--- src/flash_block_receiver_unit_defines.svh ---
// Assertion macros for the flash block receiver.
`ifndef FLASH_BLOCK_RECEIVER_UNIT_DEFINES_SVH
`define FLASH_BLOCK_RECEIVER_UNIT_DEFINES_SVH
`ifndef SYNTHESIS
`define FBR_ASSERT(label, clock, reset_n, prop, msg) \
    label: assert property (@(posedge clock) disable iff (!reset_n) prop) else $error(msg);
`define FBR_ASSERT_NEXT(label, clock, reset_n, ante, cons, msg) \
    label: assert property (@(posedge clock) disable iff (!reset_n) (ante) |=> (cons)) else $error(msg);
`else
`define FBR_ASSERT(label, clock, reset_n, prop, msg)
`define FBR_ASSERT_NEXT(label, clock, reset_n, ante, cons, msg)
`endif
`endif

--- src/fbr_pkg.sv ---
package fbr_pkg;

    localparam logic [1:0] KIND_BYTE    = 2'd0;
    localparam logic [1:0] KIND_TIMEOUT = 2'd1;
    localparam logic [1:0] KIND_BEGIN   = 2'd2;

    localparam logic [2:0] ACT_SEND  = 3'd0;
    localparam logic [2:0] ACT_ERASE = 3'd1;
    localparam logic [2:0] ACT_FILL  = 3'd2;
    localparam logic [2:0] ACT_WRITE = 3'd3;
    localparam logic [2:0] ACT_START = 3'd4;

    localparam logic [7:0] CH_COLON = 8'h3A;
    localparam logic [7:0] CH_S     = 8'h53;
    localparam logic [7:0] CH_T     = 8'h54;
    localparam logic [7:0] CH_X     = 8'h58;

    localparam int Q_DEPTH = 2;
    localparam int QPTR_W  = 1;

    typedef enum logic [1:0] {
        CMD_SEND   = 2'd0,
        CMD_ERASE  = 2'd1,
        CMD_START  = 2'd2,
        CMD_COMMIT = 2'd3
    } cmd_op_t;

    typedef struct packed {
        cmd_op_t     op;
        logic [7:0]  tx;
        logic [15:0] addr;
        logic [7:0]  len;
    } cmd_t;

    typedef struct packed {
        logic       en;
        logic [7:0] idx;
        logic [7:0] data;
    } wr_t;

endpackage

--- src/fbr_queue.sv ---
module fbr_queue
(
    input  logic          clk,
    input  logic          rst_n,
    input  logic          push,
    input  fbr_pkg::cmd_t push_cmd,
    input  logic          pop,
    output fbr_pkg::cmd_t pop_cmd,
    output logic          full,
    output logic          empty
);

    fbr_pkg::cmd_t q_mem [fbr_pkg::Q_DEPTH];

    logic [fbr_pkg::QPTR_W-1:0] wr_ptr_reg, wr_ptr_next;
    logic [fbr_pkg::QPTR_W-1:0] rd_ptr_reg, rd_ptr_next;
    logic [fbr_pkg::QPTR_W:0]   count_reg, count_next;
    logic do_push, do_pop;

    assign full    = (count_reg == (fbr_pkg::QPTR_W+1)'(fbr_pkg::Q_DEPTH));
    assign empty   = (count_reg == '0);
    assign do_push = push && !full;
    assign do_pop  = pop && !empty;
    assign pop_cmd = q_mem[rd_ptr_reg];

    always_comb
    begin
        wr_ptr_next = wr_ptr_reg;
        rd_ptr_next = rd_ptr_reg;
        count_next  = count_reg;
        if (do_push)
        begin
            wr_ptr_next = wr_ptr_reg + 1'b1;
        end
        if (do_pop)
        begin
            rd_ptr_next = rd_ptr_reg + 1'b1;
        end
        if (do_push && !do_pop)
        begin
            count_next = count_reg + 1'b1;
        end
        else if (do_pop && !do_push)
        begin
            count_next = count_reg - 1'b1;
        end
    end

    always_ff @(posedge clk)
    begin
        if (do_push)
        begin
            q_mem[wr_ptr_reg] <= push_cmd;
        end
    end

    always_ff @(posedge clk or negedge rst_n)
    begin
        if (!rst_n)
        begin
            wr_ptr_reg <= '0;
            rd_ptr_reg <= '0;
            count_reg  <= '0;
        end
        else
        begin
            wr_ptr_reg <= wr_ptr_next;
            rd_ptr_reg <= rd_ptr_next;
            count_reg  <= count_next;
        end
    end

endmodule

--- src/fbr_front.sv ---
module fbr_front #(
    parameter int MAX_BLOCK = 64
)
(
    input  logic          clk,
    input  logic          rst_n,
    input  logic          in_valid,
    output logic          in_stall,
    input  logic [1:0]    kind,
    input  logic [7:0]    rx_byte,
    input  logic          q_full,
    input  logic          commit_done,
    output logic          push,
    output fbr_pkg::cmd_t cmd,
    output fbr_pkg::wr_t  wr
);

    localparam logic [7:0] MAX_LEN = 8'(MAX_BLOCK);

    typedef enum logic [7:0] {
        PH_IDLE  = 8'b0000_0001,
        PH_COLON = 8'b0000_0010,
        PH_LEN   = 8'b0000_0100,
        PH_ALO   = 8'b0000_1000,
        PH_AHI   = 8'b0001_0000,
        PH_SUM   = 8'b0010_0000,
        PH_DATA  = 8'b0100_0000,
        PH_HALT  = 8'b1000_0000
    } phase_t;

    phase_t      phase_reg, phase_next;
    logic [7:0]  block_len_reg, block_len_next;
    logic [15:0] page_addr_reg, page_addr_next;
    logic [7:0]  running_sum_reg, running_sum_next;
    logic [7:0]  byte_count_reg, byte_count_next;
    logic        commit_pending_reg, commit_pending_next;

    logic       accept;
    logic [7:0] sum_base;
    logic [7:0] frame_sum;
    logic [7:0] count_inc;

    assign in_stall  = q_full || commit_pending_reg;
    assign accept    = in_valid && !in_stall;
    assign sum_base  = (phase_reg == PH_DATA) ? running_sum_reg : 8'd0;
    assign frame_sum = sum_base + rx_byte + block_len_reg
                       + page_addr_reg[7:0] + page_addr_reg[15:8];
    assign count_inc = byte_count_reg + 8'd1;

    always_comb
    begin
        phase_next          = phase_reg;
        block_len_next      = block_len_reg;
        page_addr_next      = page_addr_reg;
        running_sum_next    = running_sum_reg;
        byte_count_next     = byte_count_reg;
        commit_pending_next = commit_pending_reg;
        push                = 1'b0;
        cmd                 = '0;
        wr                  = '0;

        if (commit_done)
        begin
            commit_pending_next = 1'b0;
        end

        if (accept && phase_reg != PH_HALT)
        begin
            case (kind)
                fbr_pkg::KIND_BEGIN:
                begin
                    phase_next       = PH_COLON;
                    running_sum_next = 8'd0;
                    byte_count_next  = 8'd0;
                    push             = 1'b1;
                    cmd.op           = fbr_pkg::CMD_SEND;
                    cmd.tx           = fbr_pkg::CH_T;
                end
                fbr_pkg::KIND_TIMEOUT:
                begin
                    if (phase_reg != PH_IDLE)
                    begin
                        phase_next = PH_COLON;
                        push       = 1'b1;
                        cmd.op     = fbr_pkg::CMD_SEND;
                        cmd.tx     = fbr_pkg::CH_X;
                    end
                end
                fbr_pkg::KIND_BYTE:
                begin
                    case (phase_reg)
                        PH_COLON:
                        begin
                            if (rx_byte == fbr_pkg::CH_COLON)
                            begin
                                phase_next = PH_LEN;
                            end
                        end
                        PH_LEN:
                        begin
                            if (rx_byte == fbr_pkg::CH_S)
                            begin
                                phase_next = PH_HALT;
                                push       = 1'b1;
                                cmd.op     = fbr_pkg::CMD_START;
                            end
                            else if (rx_byte > MAX_LEN)
                            begin
                                phase_next = PH_COLON;
                                push       = 1'b1;
                                cmd.op     = fbr_pkg::CMD_SEND;
                                cmd.tx     = fbr_pkg::CH_X;
                            end
                            else
                            begin
                                block_len_next = rx_byte;
                                phase_next     = PH_ALO;
                            end
                        end
                        PH_ALO:
                        begin
                            page_addr_next = {page_addr_reg[15:8], rx_byte};
                            phase_next     = PH_AHI;
                        end
                        PH_AHI:
                        begin
                            page_addr_next = {rx_byte, page_addr_reg[7:0]};
                            phase_next     = PH_SUM;
                            push           = 1'b1;
                            cmd.op         = fbr_pkg::CMD_ERASE;
                            cmd.addr       = {rx_byte, page_addr_reg[7:0]};
                        end
                        PH_SUM, PH_DATA:
                        begin
                            if (phase_reg == PH_SUM)
                            begin
                                running_sum_next = rx_byte;
                                byte_count_next  = 8'd0;
                            end
                            else
                            begin
                                wr.en            = 1'b1;
                                wr.idx           = byte_count_reg;
                                wr.data          = rx_byte;
                                running_sum_next = running_sum_reg + rx_byte;
                                byte_count_next  = count_inc;
                            end
                            if ((phase_reg == PH_SUM && block_len_reg == 8'd0)
                                || (phase_reg == PH_DATA && count_inc >= block_len_reg))
                            begin
                                // frame complete
                                phase_next = PH_COLON;
                                push       = 1'b1;
                                if (frame_sum == 8'd0)
                                begin
                                    cmd.op              = fbr_pkg::CMD_COMMIT;
                                    cmd.addr            = page_addr_reg;
                                    cmd.len             = block_len_reg;
                                    commit_pending_next = 1'b1;
                                end
                                else
                                begin
                                    cmd.op = fbr_pkg::CMD_SEND;
                                    cmd.tx = fbr_pkg::CH_X;
                                end
                            end
                            else if (phase_reg == PH_SUM)
                            begin
                                phase_next = PH_DATA;
                            end
                        end
                        default:
                        begin
                        end
                    endcase
                end
                default:
                begin
                end
            endcase
        end
    end

    always_ff @(posedge clk or negedge rst_n)
    begin
        if (!rst_n)
        begin
            phase_reg          <= PH_IDLE;
            block_len_reg      <= '0;
            page_addr_reg      <= '0;
            running_sum_reg    <= '0;
            byte_count_reg     <= '0;
            commit_pending_reg <= 1'b0;
        end
        else
        begin
            phase_reg          <= phase_next;
            block_len_reg      <= block_len_next;
            page_addr_reg      <= page_addr_next;
            running_sum_reg    <= running_sum_next;
            byte_count_reg     <= byte_count_next;
            commit_pending_reg <= commit_pending_next;
        end
    end

endmodule

--- src/fbr_back.sv ---
module fbr_back #(
    parameter int MAX_BLOCK = 64
)
(
    input  logic          clk,
    input  logic          rst_n,
    input  logic          q_empty,
    output logic          q_pop,
    input  fbr_pkg::cmd_t q_cmd,
    input  fbr_pkg::wr_t  wr,
    output logic          commit_done,
    output logic          out_valid,
    input  logic          out_stall,
    output logic [2:0]    action,
    output logic [7:0]    tx_byte,
    output logic [15:0]   address,
    output logic [15:0]   word_data,
    output logic          last
);

    localparam int         AW      = $clog2(MAX_BLOCK);
    localparam logic [7:0] MAX_LEN = 8'(MAX_BLOCK);

    typedef enum logic [5:0] {
        B_IDLE  = 6'b00_0001,
        B_LO    = 6'b00_0010,
        B_HI    = 6'b00_0100,
        B_FILL  = 6'b00_1000,
        B_WRITE = 6'b01_0000,
        B_TACK  = 6'b10_0000
    } bstate_t;

    logic [7:0] page_mem [MAX_BLOCK];

    bstate_t     state_reg, state_next;
    logic [7:0]  idx_reg, idx_next;
    logic [7:0]  len_reg, len_next;
    logic [15:0] base_reg, base_next;
    logic [7:0]  lo_reg, lo_next;
    logic [7:0]  rd_data_reg;

    logic        ov_reg, ov_next;
    logic [2:0]  act_reg, act_next;
    logic [7:0]  tx_reg, tx_next;
    logic [15:0] addr_reg, addr_next;
    logic [15:0] word_reg, word_next;
    logic        last_reg, last_next;

    logic        out_free;
    logic [7:0]  idx_inc;
    logic [7:0]  idx_step;
    logic [7:0]  rd_sel;
    logic [AW-1:0] rd_idx;
    logic        ld;
    logic [2:0]  ld_act;
    logic [7:0]  ld_tx;
    logic [15:0] ld_addr;
    logic [15:0] ld_word;
    logic        ld_last;

    assign out_free = !ov_reg || !out_stall;
    assign idx_inc  = idx_reg + 8'd1;
    assign idx_step = idx_reg + 8'd2;
    assign rd_sel   = (state_reg == B_LO) ? idx_reg : idx_inc;
    assign rd_idx   = (rd_sel < MAX_LEN) ? rd_sel[AW-1:0] : '0;

    always_ff @(posedge clk)
    begin
        if (wr.en && wr.idx < MAX_LEN)
        begin
            page_mem[wr.idx[AW-1:0]] <= wr.data;
        end
        rd_data_reg <= page_mem[rd_idx];
    end

    always_comb
    begin
        state_next  = state_reg;
        idx_next    = idx_reg;
        len_next    = len_reg;
        base_next   = base_reg;
        lo_next     = lo_reg;
        q_pop       = 1'b0;
        commit_done = 1'b0;
        ld          = 1'b0;
        ld_act      = fbr_pkg::ACT_SEND;
        ld_tx       = 8'd0;
        ld_addr     = 16'd0;
        ld_word     = 16'd0;
        ld_last     = 1'b0;

        case (state_reg)
            B_IDLE:
            begin
                if (out_free && !q_empty)
                begin
                    q_pop = 1'b1;
                    case (q_cmd.op)
                        fbr_pkg::CMD_SEND:
                        begin
                            ld      = 1'b1;
                            ld_act  = fbr_pkg::ACT_SEND;
                            ld_tx   = q_cmd.tx;
                            ld_last = 1'b1;
                        end
                        fbr_pkg::CMD_ERASE:
                        begin
                            ld      = 1'b1;
                            ld_act  = fbr_pkg::ACT_ERASE;
                            ld_addr = q_cmd.addr;
                            ld_last = 1'b1;
                        end
                        fbr_pkg::CMD_START:
                        begin
                            ld      = 1'b1;
                            ld_act  = fbr_pkg::ACT_START;
                            ld_last = 1'b1;
                        end
                        fbr_pkg::CMD_COMMIT:
                        begin
                            base_next  = q_cmd.addr;
                            len_next   = q_cmd.len;
                            idx_next   = 8'd0;
                            state_next = (q_cmd.len == 8'd0) ? B_WRITE : B_LO;
                        end
                        default:
                        begin
                        end
                    endcase
                end
            end
            B_LO:
            begin
                state_next = B_HI;
            end
            B_HI:
            begin
                lo_next    = rd_data_reg;
                state_next = B_FILL;
            end
            B_FILL:
            begin
                if (out_free)
                begin
                    ld      = 1'b1;
                    ld_act  = fbr_pkg::ACT_FILL;
                    ld_addr = base_reg + {8'd0, idx_reg};
                    // odd length: missing high byte reads as zero
                    ld_word = {(idx_inc < len_reg) ? rd_data_reg : 8'd0, lo_reg};
                    idx_next   = idx_step;
                    state_next = (idx_step < len_reg) ? B_LO : B_WRITE;
                end
            end
            B_WRITE:
            begin
                if (out_free)
                begin
                    ld         = 1'b1;
                    ld_act     = fbr_pkg::ACT_WRITE;
                    ld_addr    = base_reg;
                    state_next = B_TACK;
                end
            end
            B_TACK:
            begin
                if (out_free)
                begin
                    ld          = 1'b1;
                    ld_act      = fbr_pkg::ACT_SEND;
                    ld_tx       = fbr_pkg::CH_T;
                    ld_last     = 1'b1;
                    commit_done = 1'b1;
                    state_next  = B_IDLE;
                end
            end
            default:
            begin
                state_next = B_IDLE;
            end
        endcase
    end

    always_comb
    begin
        ov_next   = ov_reg;
        act_next  = act_reg;
        tx_next   = tx_reg;
        addr_next = addr_reg;
        word_next = word_reg;
        last_next = last_reg;
        if (out_free)
        begin
            ov_next = 1'b0;
        end
        if (ld)
        begin
            ov_next   = 1'b1;
            act_next  = ld_act;
            tx_next   = ld_tx;
            addr_next = ld_addr;
            word_next = ld_word;
            last_next = ld_last;
        end
    end

    always_ff @(posedge clk)
    begin
        idx_reg  <= idx_next;
        len_reg  <= len_next;
        base_reg <= base_next;
        lo_reg   <= lo_next;
        act_reg  <= act_next;
        tx_reg   <= tx_next;
        addr_reg <= addr_next;
        word_reg <= word_next;
        last_reg <= last_next;
    end

    always_ff @(posedge clk or negedge rst_n)
    begin
        if (!rst_n)
        begin
            state_reg <= B_IDLE;
            ov_reg    <= 1'b0;
        end
        else
        begin
            state_reg <= state_next;
            ov_reg    <= ov_next;
        end
    end

    assign out_valid = ov_reg;
    assign action    = act_reg;
    assign tx_byte   = tx_reg;
    assign address   = addr_reg;
    assign word_data = word_reg;
    assign last      = last_reg;

endmodule

--- src/flash_block_receiver_unit.sv ---
// Flash block receiver.
// Input channel (in_valid/in_stall): one item per serial event, kind 0 a
// received byte in rx_byte, kind 1 a receive timeout, kind 2 begin session.
// Output channel (out_valid/out_stall): result items (send byte, erase page,
// fill word, write page, start application); last marks the final item
// caused by one input item.
// The front takes one input item per cycle while in_stall is low and passes at most
// one command per item through a two-entry queue to the back. Send, erase and
// start results pass through the queue and the back's output register. A good
// frame of N data bytes expands in the back into ceil(N/2) fills, each through B_LO,
// B_HI and B_FILL (two page buffer reads per word), then the page write and 'T'.
// in_stall rises when the queue is full and from the acceptance of a good
// frame until its 'T' has been loaded, so a commit burst never races the
// next frame's data into the page buffer.
// A stalled output holds its item; the queue lets the front run ahead.
// Reset puts the block idle, waiting for a begin item; the page buffer is
// not cleared and needs no clearing pass.
`include "flash_block_receiver_unit_defines.svh"

module flash_block_receiver_unit #(
    parameter int MAX_BLOCK = 64
)
(
    input  logic        clk,
    input  logic        rst_n,
    input  logic        in_valid,
    output logic        in_stall,
    input  logic [1:0]  kind,
    input  logic [7:0]  rx_byte,
    output logic        out_valid,
    input  logic        out_stall,
    output logic [2:0]  action,
    output logic [7:0]  tx_byte,
    output logic [15:0] address,
    output logic [15:0] word_data,
    output logic        last
);

    fbr_pkg::cmd_t push_cmd;
    fbr_pkg::cmd_t pop_cmd;
    fbr_pkg::wr_t  wr;
    logic          push;
    logic          pop;
    logic          q_full;
    logic          q_empty;
    logic          commit_done;

    fbr_front #(
        .MAX_BLOCK(MAX_BLOCK)
    ) u_front (
        .clk        (clk),
        .rst_n      (rst_n),
        .in_valid   (in_valid),
        .in_stall   (in_stall),
        .kind       (kind),
        .rx_byte    (rx_byte),
        .q_full     (q_full),
        .commit_done(commit_done),
        .push       (push),
        .cmd        (push_cmd),
        .wr         (wr)
    );

    fbr_queue u_queue (
        .clk     (clk),
        .rst_n   (rst_n),
        .push    (push),
        .push_cmd(push_cmd),
        .pop     (pop),
        .pop_cmd (pop_cmd),
        .full    (q_full),
        .empty   (q_empty)
    );

    fbr_back #(
        .MAX_BLOCK(MAX_BLOCK)
    ) u_back (
        .clk        (clk),
        .rst_n      (rst_n),
        .q_empty    (q_empty),
        .q_pop      (pop),
        .q_cmd      (pop_cmd),
        .wr         (wr),
        .commit_done(commit_done),
        .out_valid  (out_valid),
        .out_stall  (out_stall),
        .action     (action),
        .tx_byte    (tx_byte),
        .address    (address),
        .word_data  (word_data),
        .last       (last)
    );

    `FBR_ASSERT(a_fill_holds_input, clk, rst_n, (out_valid && action == fbr_pkg::ACT_FILL) |-> in_stall, "fill shown while input open")
    `FBR_ASSERT(a_not_last_is_commit, clk, rst_n, (out_valid && !last) |-> (action == fbr_pkg::ACT_FILL || action == fbr_pkg::ACT_WRITE), "non-final item outside a commit")
    `FBR_ASSERT(a_tx_only_on_send, clk, rst_n, (out_valid && action != fbr_pkg::ACT_SEND) |-> (tx_byte == 8'd0), "tx byte set on non-send item")
    `FBR_ASSERT_NEXT(a_write_then_ack, clk, rst_n, out_valid && !out_stall && action == fbr_pkg::ACT_WRITE, out_valid && action == fbr_pkg::ACT_SEND && tx_byte == fbr_pkg::CH_T && last, "page write not followed by T")

endmodule

--- config.mk ---
export PLATFORM = sky130hd
export DESIGN_NAME = flash_block_receiver_unit
export DESIGN_NICKNAME = d
export VERILOG_FILES = /design/src/fbr_pkg.sv /design/src/fbr_queue.sv /design/src/fbr_front.sv /design/src/fbr_back.sv /design/src/flash_block_receiver_unit.sv
export VERILOG_INCLUDE_DIRS = /design/src /design/src/src
export SDC_FILE = /design/constraint.sdc
export NUM_CORES = 1
export LEC_CHECK = 0
export BUFFER_PORTS_ARGS = -buffer_cell sky130_fd_sc_hd__buf_2
export CORE_AREA = 2 2 182 362
export DETAILED_ROUTE_END_ITERATION = 8
export DIE_AREA = 0 0 184 364
export GPL_TIMING_DRIVEN = 0
export PLACE_DENSITY = 0.65
export SYNTH_ARGS = -nofsm -noshare
export SYNTH_HDL_FRONTEND = slang
export SYNTH_HIERARCHICAL = 1
export SYNTH_SLANG_ARGS = --single-unit
--- constraint.sdc ---
create_clock -name clk -period 12.7 [get_ports clk]
set_input_delay 1.905 -clock clk [delete_from_list [all_inputs] [get_ports clk]]
set_output_delay 1.905 -clock clk [all_outputs]
set_load 0.01 [all_outputs]
# Word-level counts from Yosys, hierarchy flattened
# Memories as Yosys holds them, arrays and structs flattened. A register that Yosys moved wholly into a read port is not among the register bits.
# Index checks and enable logic that the tools add are counted.
# Widths: inputs -> output; s select.
[word_totals]
reg_bits = 144
mem_bits_rw = 580
output_inout_bits = 46
mem_count = 2
[op_classes]
n_addsub = 13
n_lt_le_gt_ge = 6
n_eq_ne = 32
n_mux = 92
bitwise = 4
reduce_logical = 44
[memory_table]
columns = ["name", "words", "width", "rd", "rd_ports_with_merged_regs", "wr", "line", "text"]
rows = [
  ["u_back.page_mem", 64, 8, 1, 1, 1, "fbr_back.sv:33", "logic [7:0] page_mem [MAX_BLOCK];"],
  ["u_queue.q_mem", 2, 34, 1, 0, 1, "fbr_queue.sv:13", "fbr_pkg::cmd_t q_mem [fbr_pkg::Q_DEPTH];"],
]
[ops]
columns = ["cell", "n"]
rows = [
  ["$mux 8", 18],
  ["$pmux 8 s2", 5],
  ["$mux 17", 4],
  ["$mux 34", 2],
  ["$mux 16", 4],
  ["$pmux 16 s2", 2],
  ["$mux 24", 2],
  ["$pmux 16 s3", 1],
  ["$add 8x8->8", 5],
  ["$pmux 8 s5", 1],
  ["$mux 6", 6],
  ["$pmux 6 s6", 1],
  ["$pmux 10 s3", 1],
  ["$mux 7", 4],
  ["$logic_not 8->1", 3],
  ["$pmux 8 s3", 1],
  ["$mux 1", 23],
  ["$add 16x8->16", 1],
  ["$add 8x1->8 const B", 2],
  ["$eq 8x6->1 const B", 2],
  ["$eq 8x7->1 const B", 2],
  ["$lt 8x7->1 const B", 2],
  ["$lt 8x8->1", 2],
  ["$mux 2", 6],
  ["47 further kinds", 91],
]

# Logic depth before layout (Yosys ltp)
# Gate-level depths: netlist of run 1.
[depth]
depth_word = 13
depth_mapped = 17
ltp_nobuf = 17

# Cells and area by module
# Netlist of run 1, hierarchy kept.
[by_module_without_submodules]
columns = ["mod", "n_inst", "cells_per_inst", "area_each_um2", "seq_area_each_um2"]
rows = [
  ["fbr_back", 1, 1613, 24868.9, 18203.7],
  ["fbr_front", 1, 450, 4096.4, 1227.4],
  ["fbr_queue", 1, 125, 2801.4, 2142.1],
]

# Worst setup path after synthesis of run 1
# No wires, ideal clock.
[synth_path]
path_type = "in2reg"
startpoint = "input port out_stall"
endpoint = "register u_back.act_reg[0], in the netlist u_back/action[0] (enable)"
setup_time_ps = 506
t_arrival_ps = 5346
required_ps = 12194
slack_ps = 6848
path_stages = 3
cell_sequence = "and2_1 > clkbuf_1 > o21ai_0"
[synth_via]
elab_chain_len = 5
[synth_lines]
columns = ["element", "line", "text"]
rows = [
  ["start: declaration", "flash_block_receiver_unit.sv:31", "input logic out_stall,"],
  ["$logic_not 1->1 (*)", "fbr_back.sv:61", "assign out_free = !ov_reg || !out_stall;"],
  ["$logic_or 1x1->1 (*)", "fbr_back.sv:61", ""],
  ["$logic_and 1x1->1", "fbr_back.sv:95", "if (out_free && !q_empty)"],
  ["$mux 1", "fbr_back.sv:95", ""],
  ["$pmux 1 s2 (*)", "fbr_back.sv:92", "case (state_reg)"],
  ["named net u_back.ld", "fbr_back.sv:54", "logic ld;"],
  ["end signal: assignment", "fbr_back.sv:212", "act_reg <= act_next;"],
  ["end: declaration", "fbr_back.sv:43", "logic [2:0] act_reg, act_next;"],
]
# Mark *: on every way through the listed nets, which the timed path passes. The rest lies on a longest branch.
# A chain may end at the register's enable or synchronous reset.

==> results of run 1 <==
## final timing paths
kind | cells past startpoint | startpoint | endpoint | slack (ns)
max | 11 | in_valid | u_back/page_mem[5][7]$_DFFE_PP_ | 6.45
max in group asynchronous | 1 | rst_n | u_back/state_reg[3]$_DFFE_PN0P_ | 10.77
min reg2reg | 0 | u_back/rd_data_reg[3]$_DFF_P_ | u_back/lo_reg[3]$_DFFE_PP_ | 0.43
min in group asynchronous | 1 | rst_n | u_front/byte_count_reg[0]$_DFFE_PN0P_ | 1.37
max reg2reg | 12 | u_queue/count_reg[0]$_DFFE_PN0P_ | u_back/page_mem[5][7]$_DFFE_PP_ | 7.04
min | 0 | u_back/rd_data_reg[3]$_DFF_P_ | u_back/lo_reg[3]$_DFFE_PP_ | 0.43
## layout make-up
type                    instances  area share
diodes                          1  0.00007059
well taps                     804     0.02838
inverters                      69    0.007341
clock inverters                35     0.01161
repair buffers                 69     0.01475
flip-flops and latches        731      0.6085
multi-input cells            1286      0.2646
clock buffers                  80     0.04768
plain buffers                 105     0.01698
## worst register-to-register path, stage by stage (launching register included)
cell      delay, ns
dfrtp_1        0.43
nand2b_1       0.25
inv_1          0.08
nor3b_1        0.43
o31ai_4        0.20
nor2_1         0.60
nand2_1        0.41
inv_1          0.23
clkbuf_1       0.28
and2_1         0.20
nor4bb_1       0.66
nand2_1        0.68
nor2_1         0.84
## Yosys cell counts, drive strengths merged, types with 7 or more instances
master and instances:
nand2b 19, a22oi 13, nor4 11, o31ai 10, o22ai 12, a21oi 100
nor2b 10, dfxtp 8, and2 47, a22o 8, or2 7, a211o 8
buf 55, and3 19, edfxtp 663, nor3 76, o21a 8, a221oi 7
a2111oi 8, o211ai 19, nor2 161, o221ai 18, a21o 18, ha 47
dfrtp 58, mux2i 63, mux2 50, nand2 237, mux4 54, fa 22
o21ai 73, nand4 9, xnor2 19, inv 67, xor2 14, clkbuf 50
nand3 20, or3 27
## cell usage in the layout, fill, tap and decap left out, types with 58 or more instances in the layout
| master | netlist | routed |
|---|---|---|
| edfxtp_1 | 663 | 663 |
| nand2_1 | 236 | 236 |
| nor2_1 | 161 | 158 |
| a21oi_1 | 99 | 99 |
| buf_2 | 21 | 78 |
| nor3_1 | 76 | 76 |
| inv_1 | 67 | 67 |
| o21ai_0 | 67 | 66 |
| clkbuf_16 | 0 | 63 |
| mux2i_1 | 63 | 63 |
| clkbuf_1 | 49 | 61 |
| dfrtp_1 | 58 | 58 |
## report_power, final
group | total [W] | switching [W] | internal (W)
Clock | 0.00196 | 0.000844 | 0.00112
Combinational | 0.00107 | 0.000641 | 0.000426
Sequential | 0.00286 | 0.0000673 | 0.00279
## per-layer routing
metal | vias to the layer above | track usage | routed length [um]
met5 | - | 0 | 13
met4 | 2 | 0.08565 | 2760
met3 | 169 | 0.02837 | 5232
met2 | 821 | 0.3782 | 36850
met1 | 9527 | 0.3262 | 32450
li1 | 8536 | - | -
## metrics by stage
step                      worst slack, ns    util  power, W  hold slack, ns
after floorplan                     6.848       -  0.003632          0.4000
after global routing                6.131  0.5503  0.006119          0.4396
after CTS                           6.509  0.5503  0.005927          0.4314
after detailed placement            5.922  0.5177  0.003973          0.4114
after global placement              5.549  0.5135  0.003949          0.4106
final                               6.448  0.5504  0.005889          0.4288
## cells by family (layout without fill, tap and decap cells)
| kind of cell | after synthesis | count (layout) |
|---|---|---|
| DFF | 731 | 731 |
| adders and majority gates | 69 | 69 |
| and+or+nand+nor | 669 | 669 |
| other | 1 | 5 |
| buffers and inverters | 174 | 358 |
| AOI/OAI and AO/OA | 343 | 343 |
| muxes | 167 | 167 |
| xor gates and xnor gates | 34 | 34 |
==> results.toml, run 1 <==
[sta]
min_period_ns = 6.252
tightest_slew_ns = 1.279
setup_tns_ns = 0
post-route-period-util = 0.4923
slew_violations = 0
relSlewSlack = 0.1255
fin_skew_ns = 0.02765
hold_violations = 0
grt_setup_unrepaired = "false"
setup_viol = 0
max_freq_ghz = 0.1599

[clock_network]
hold_buffers = 0
post_cts_buffers = 0
cts_resized = 0
cts_buffers = 61
clkSinkCount = 731
clkLatencyLatePin_ns = 0.63
cts.htree.levels = 2
cts_tree = "done"
cts-root-buf = "clkbuf_16"
clk_pin_slew_ns = 0.07
cts_buffer_depth = 3

[run]
maxCapViolations = 0

[placed_design]
port_buffers = 58
place_area_sq_mm = 0.03335
hpwl_mm = 53.76
place.gp.congestion = 0.8969
numPlacedInstances = 3064

[critical_path]
arrival_ns = 6.51
path_cells = "buf_2 > nor3b_1 > o31ai_4 > nor2_1 > nand2_1 > inv_1 > clkbuf_1 > and2_1 > nor4bb_1 > nand2_1 > nor2_1"
slowest_stage = "nor2_1"
endpoint_kind = "flip-flop"
cp-start-kind = "primary input"
path_buf_inv = 3
crit_type = "primary input to flip-flop"
critical_path.top_delay_family = "simple AND/OR/NAND/NOR gates"
critPathMaxFanout = 11
max_stage_delay_ns = 0.84
required_ns = 12.95

[drt]
drc = 0
avgViaCountPerCell = 5.992
dr_total_vias = 19055
dr.pass1.iters = 7
detail-route-antenna-nets = 0
wirelength_mm = 77.31
drt-initial-drc-count = 2088
drt-wirelength-per-cell_um = 24.31

[pwr]
p_per_area_mw_per_mm2 = 166.1
irDropWorstVdd_v = 0.0001438
leakage_nw = 11.70

[synthesis]
synth_top_family_by_area = "simple AND/OR/NAND/NOR gates"
synthSimpleGateAreaFrac = 0.09973
yosysWarnings = 6
synth-seq-cells = 731
seq_area_frac_synth = 0.6791
synthMuxAreaShare = 0.08035
avgSynthCellArea_sq_um = 14.52
synth.distinct_cells = 90
async_flop_share = 0.08208
ys.flop_type = "edfxtp_1"
synthCells = 2188
ys_top_cells_by_area = "edfxtp_1 63%, dfrtp_1 4.6%, mux4_2 3.3%, nand2_1 2.8%, mux2i_1 2.0%"
synth_top_cell_by_area = "edfxtp_1"
synth-edff-count = 663
synth_top_area_share = 0.6267
synth_fa_ha_area_frac = 0.03238
synth_xor_area_frac = 0.009807
netlist_area_sq_mm = 0.03177
synth-compound-area-share = 0.07137

[grt]
track_usage = 0.2334
grt_overflow_total = 0
grt_pass1_vias = 18802
grt_first_pass_wirelength_mm = 116.3
antenna_found_initial = 2
grt_max_degree = 61

[floorplanning]
die_h_um = 364
rows = 132
num_io_pins = 60
start_util = 0.4932
die_area_sq_mm = 0.06698
core_area_sq_mm = 0.06441
die_w_um = 184

[run_status]
status = "finished, final reports clean"

[final_layout]
syn_to_final_growth_pct = 11.60
instances_no_fill = 3180
final_nets = 2406
register_area_sq_mm = 0.02157
drive_above_1_share = 0.1495
nFillCells = 5202
largest_reg_flops = 512
stdcell_area_sq_mm = 0.03545
multi_input_area_sq_mm = 0.009382

[hold_path]
hold_class = "flip-flop to flip-flop"
Note: power is estimated with default switching activity, not from simulation.
==> inputs of run 2 (changes only) <==
--- a/config.mk
+++ b/config.mk
@@ -11,7 +11,7 @@
 export DETAILED_ROUTE_END_ITERATION = 8
 export DIE_AREA = 0 0 184 364
 export GPL_TIMING_DRIVEN = 0
-export PLACE_DENSITY = 0.65
+export PLACE_DENSITY = 0.68
 export SYNTH_ARGS = -nofsm -noshare
 export SYNTH_HDL_FRONTEND = slang
 export SYNTH_HIERARCHICAL = 1
==> constraint.sdc (replaced) <==
create_clock -name clk -period 5.21 [get_ports clk]
set_input_delay 0.7815 -clock clk [delete_from_list [all_inputs] [get_ports clk]]
set_output_delay 0.7815 -clock clk [all_outputs]
set_load 0.01 [all_outputs]
==> results.toml, run 2 (synthesis results as in run 1) <==
[run_status]
status = "finished, final reports clean"

[floorplanning]
num_io_pins = 60
die_h_um = 364
core_area_sq_mm = 0.06441
die_w_um = 184
start_util = 0.4932
die_area_sq_mm = 0.06698
rows = 132

[critical_path]
arrival_ns = 5.36
required_ns = 5.66
max_stage_delay_ns = 0.64
crit_type = "flip-flop to flip-flop"
path_buf_inv = 3
path_cells = "nor4_2 > and3_1 > buf_2 > nand2_1 > fa_1 > inv_1 > ha_1 > inv_1 > fa_1 > xor2_1 > o2111ai_1 > a2111oi_0 > a31oi_1 > nor2_1 > and2_1"
endpoint_kind = "flip-flop"
critPathMaxFanout = 10
slowest_stage = "a2111oi_0"
critical_path.top_delay_family = "simple AND/OR/NAND/NOR gates"
cp-start-kind = "flip-flop"

[sta]
fin_skew_ns = 0.02740
slew_violations = 0
setup_tns_ns = 0
fin_hold_ws_ns = 0.2693
tightest_slew_ns = 1.277
max_freq_ghz = 0.2036
post-route-period-util = 0.9426
setup_viol = 0
min_period_ns = 4.911
hold_violations = 0
relSlewSlack = 0.1264
finalWorstSetupSlack_ns = 0.2990

[final_layout]
instances_no_fill = 3187
nFillCells = 5088
syn_to_final_growth_pct = 12.41
final_cell_mix = "663 x edfxtp_1, 232 x nand2_1, 99 x a21oi_1, 93 x nor2_1, 78 x buf_2"
post-route-util = 0.5544
final_common_cell = "edfxtp_1"
final_nets = 2412
largest_reg_flops = 512
drive_above_1_share = 0.1805

[run]
maxCapViolations = 0

[grt]
grt_overflow_total = 0
grt_pass1_vias = 18792
grt_max_degree = 61
grt_first_pass_wirelength_mm = 115.0
antenna_found_initial = 3
track_usage = 0.2316

[placed_design]
port_buffers = 58
post-place-ws_ns = -0.3964
numPlacedInstances = 3064
hpwl_mm = 52.64
place.gp.congestion = 0.8925

[clock_network]
cts_buffer_depth = 3
cts-root-buf = "clkbuf_16"
clkSinkCount = 731
post_cts_buffers = 0
cts_tree = "done"
cts.htree.levels = 3
clkLatencyLatePin_ns = 0.61
clk_pin_slew_ns = 0.07
cts_buffers = 67

[drt]
drc = 0
drt-wirelength-per-cell_um = 23.88
detail-route-antenna-nets = 0
wirelength_mm = 76.11
drt-initial-drc-count = 2024
dr_total_vias = 19101
avgViaCountPerCell = 5.993
dr.pass1.iters = 6

[pwr]
p_per_area_mw_per_mm2 = 404.1
irDropWorstVdd_v = 0.0003249
leakage_nw = 11.72

[hold_path]
hold_class = "primary input to asynchronous set/reset pin"
-- run 2: cell count changes in the layout (fill, tap and decap cells not counted), moves of 3 or more --
cell        before  now
clkinvlp_4       4    1
clkbuf_1        61   64
nand2_1        236  232
nor2_1         158   93
bufinv_16        9    6
nor2_2           1   65
inv_6            2    5
clkbuf_16       63   67
clkinv_2        16   13
clkinv_1         6    9
nand2_2          1    5
-- run 2: cell type report --
| type | count | area, sq um | area share |
|---|---|---|---|
| well taps | 804 | 1006 | 0.02817 |
| inverters | 69 | 260.3 | 0.007288 |
| plain buffers | 105 | 601.8 | 0.01685 |
| multi-input cells | 1286 | 9597 | 0.2688 |
| clock inverters | 37 | 377.9 | 0.01058 |
| diodes | 1 | 2.502 | 0.00007008 |
| repair buffers | 69 | 515.5 | 0.01444 |
| clock buffers | 85 | 1774 | 0.04969 |
| flip-flops and latches | 731 | 21570 | 0.6042 |
-- run 2: repair_timing --
| item | 4_1_cts | 5_1_grt |
|---|---|---|
| resized for setup | 55 | 21 |
| hold buffers | 0 | 0 |
| endpoints found under the setup margin | 479 | 568 |
-- run 2: layer usage --
layer,part of all wire,global-route usage,vias to the layer above
met5,0.00053,0,-
met3,0.076,0.03387,145
met1,0.42,0.3301,9570
met2,0.47,0.3640,815
li1,-,-,8565
met4,0.032,0.08533,6
-- run 2: final timing paths --
kind,start,endpoint,slack [ns],cells after the start
worst max-delay path,u_front/phase_reg[7]$_DFFE_PN0P_,u_queue/q_mem[1][8]$_DFFE_PP_,0.30,15
worst min-delay path,rst_n,u_front/byte_count_reg[6]$_DFFE_PN0P_,0.27,1
worst max register to register,u_front/phase_reg[7]$_DFFE_PN0P_,u_queue/q_mem[1][8]$_DFFE_PP_,0.30,15
worst min register to register,u_back/rd_data_reg[4]$_DFF_P_,u_back/lo_reg[4]$_DFFE_PP_,0.43,0
max in group asynchronous,rst_n,u_back/state_reg[2]$_DFFE_PN0P_,4.37,1
min in group clk,u_back/rd_data_reg[4]$_DFF_P_,u_back/lo_reg[4]$_DFFE_PP_,0.43,0
-- run 2: power by group --
part / switching [W] / internal (W)
clock: 0.00211 / 0.00274
sequential: 0.000171 / 0.00680
combinational: 0.00156 / 0.00104
-- run 2: through the flow --
step	total power, W	instance area [sq um]
2_1_floorplan	0.008855	31780
3_3_place_gp	0.009628	33070
3_5_place_dp	0.009684	33340
4_1_cts	0.01451	35630
5_1_grt	0.01502	35710
6_report	0.01443	35710
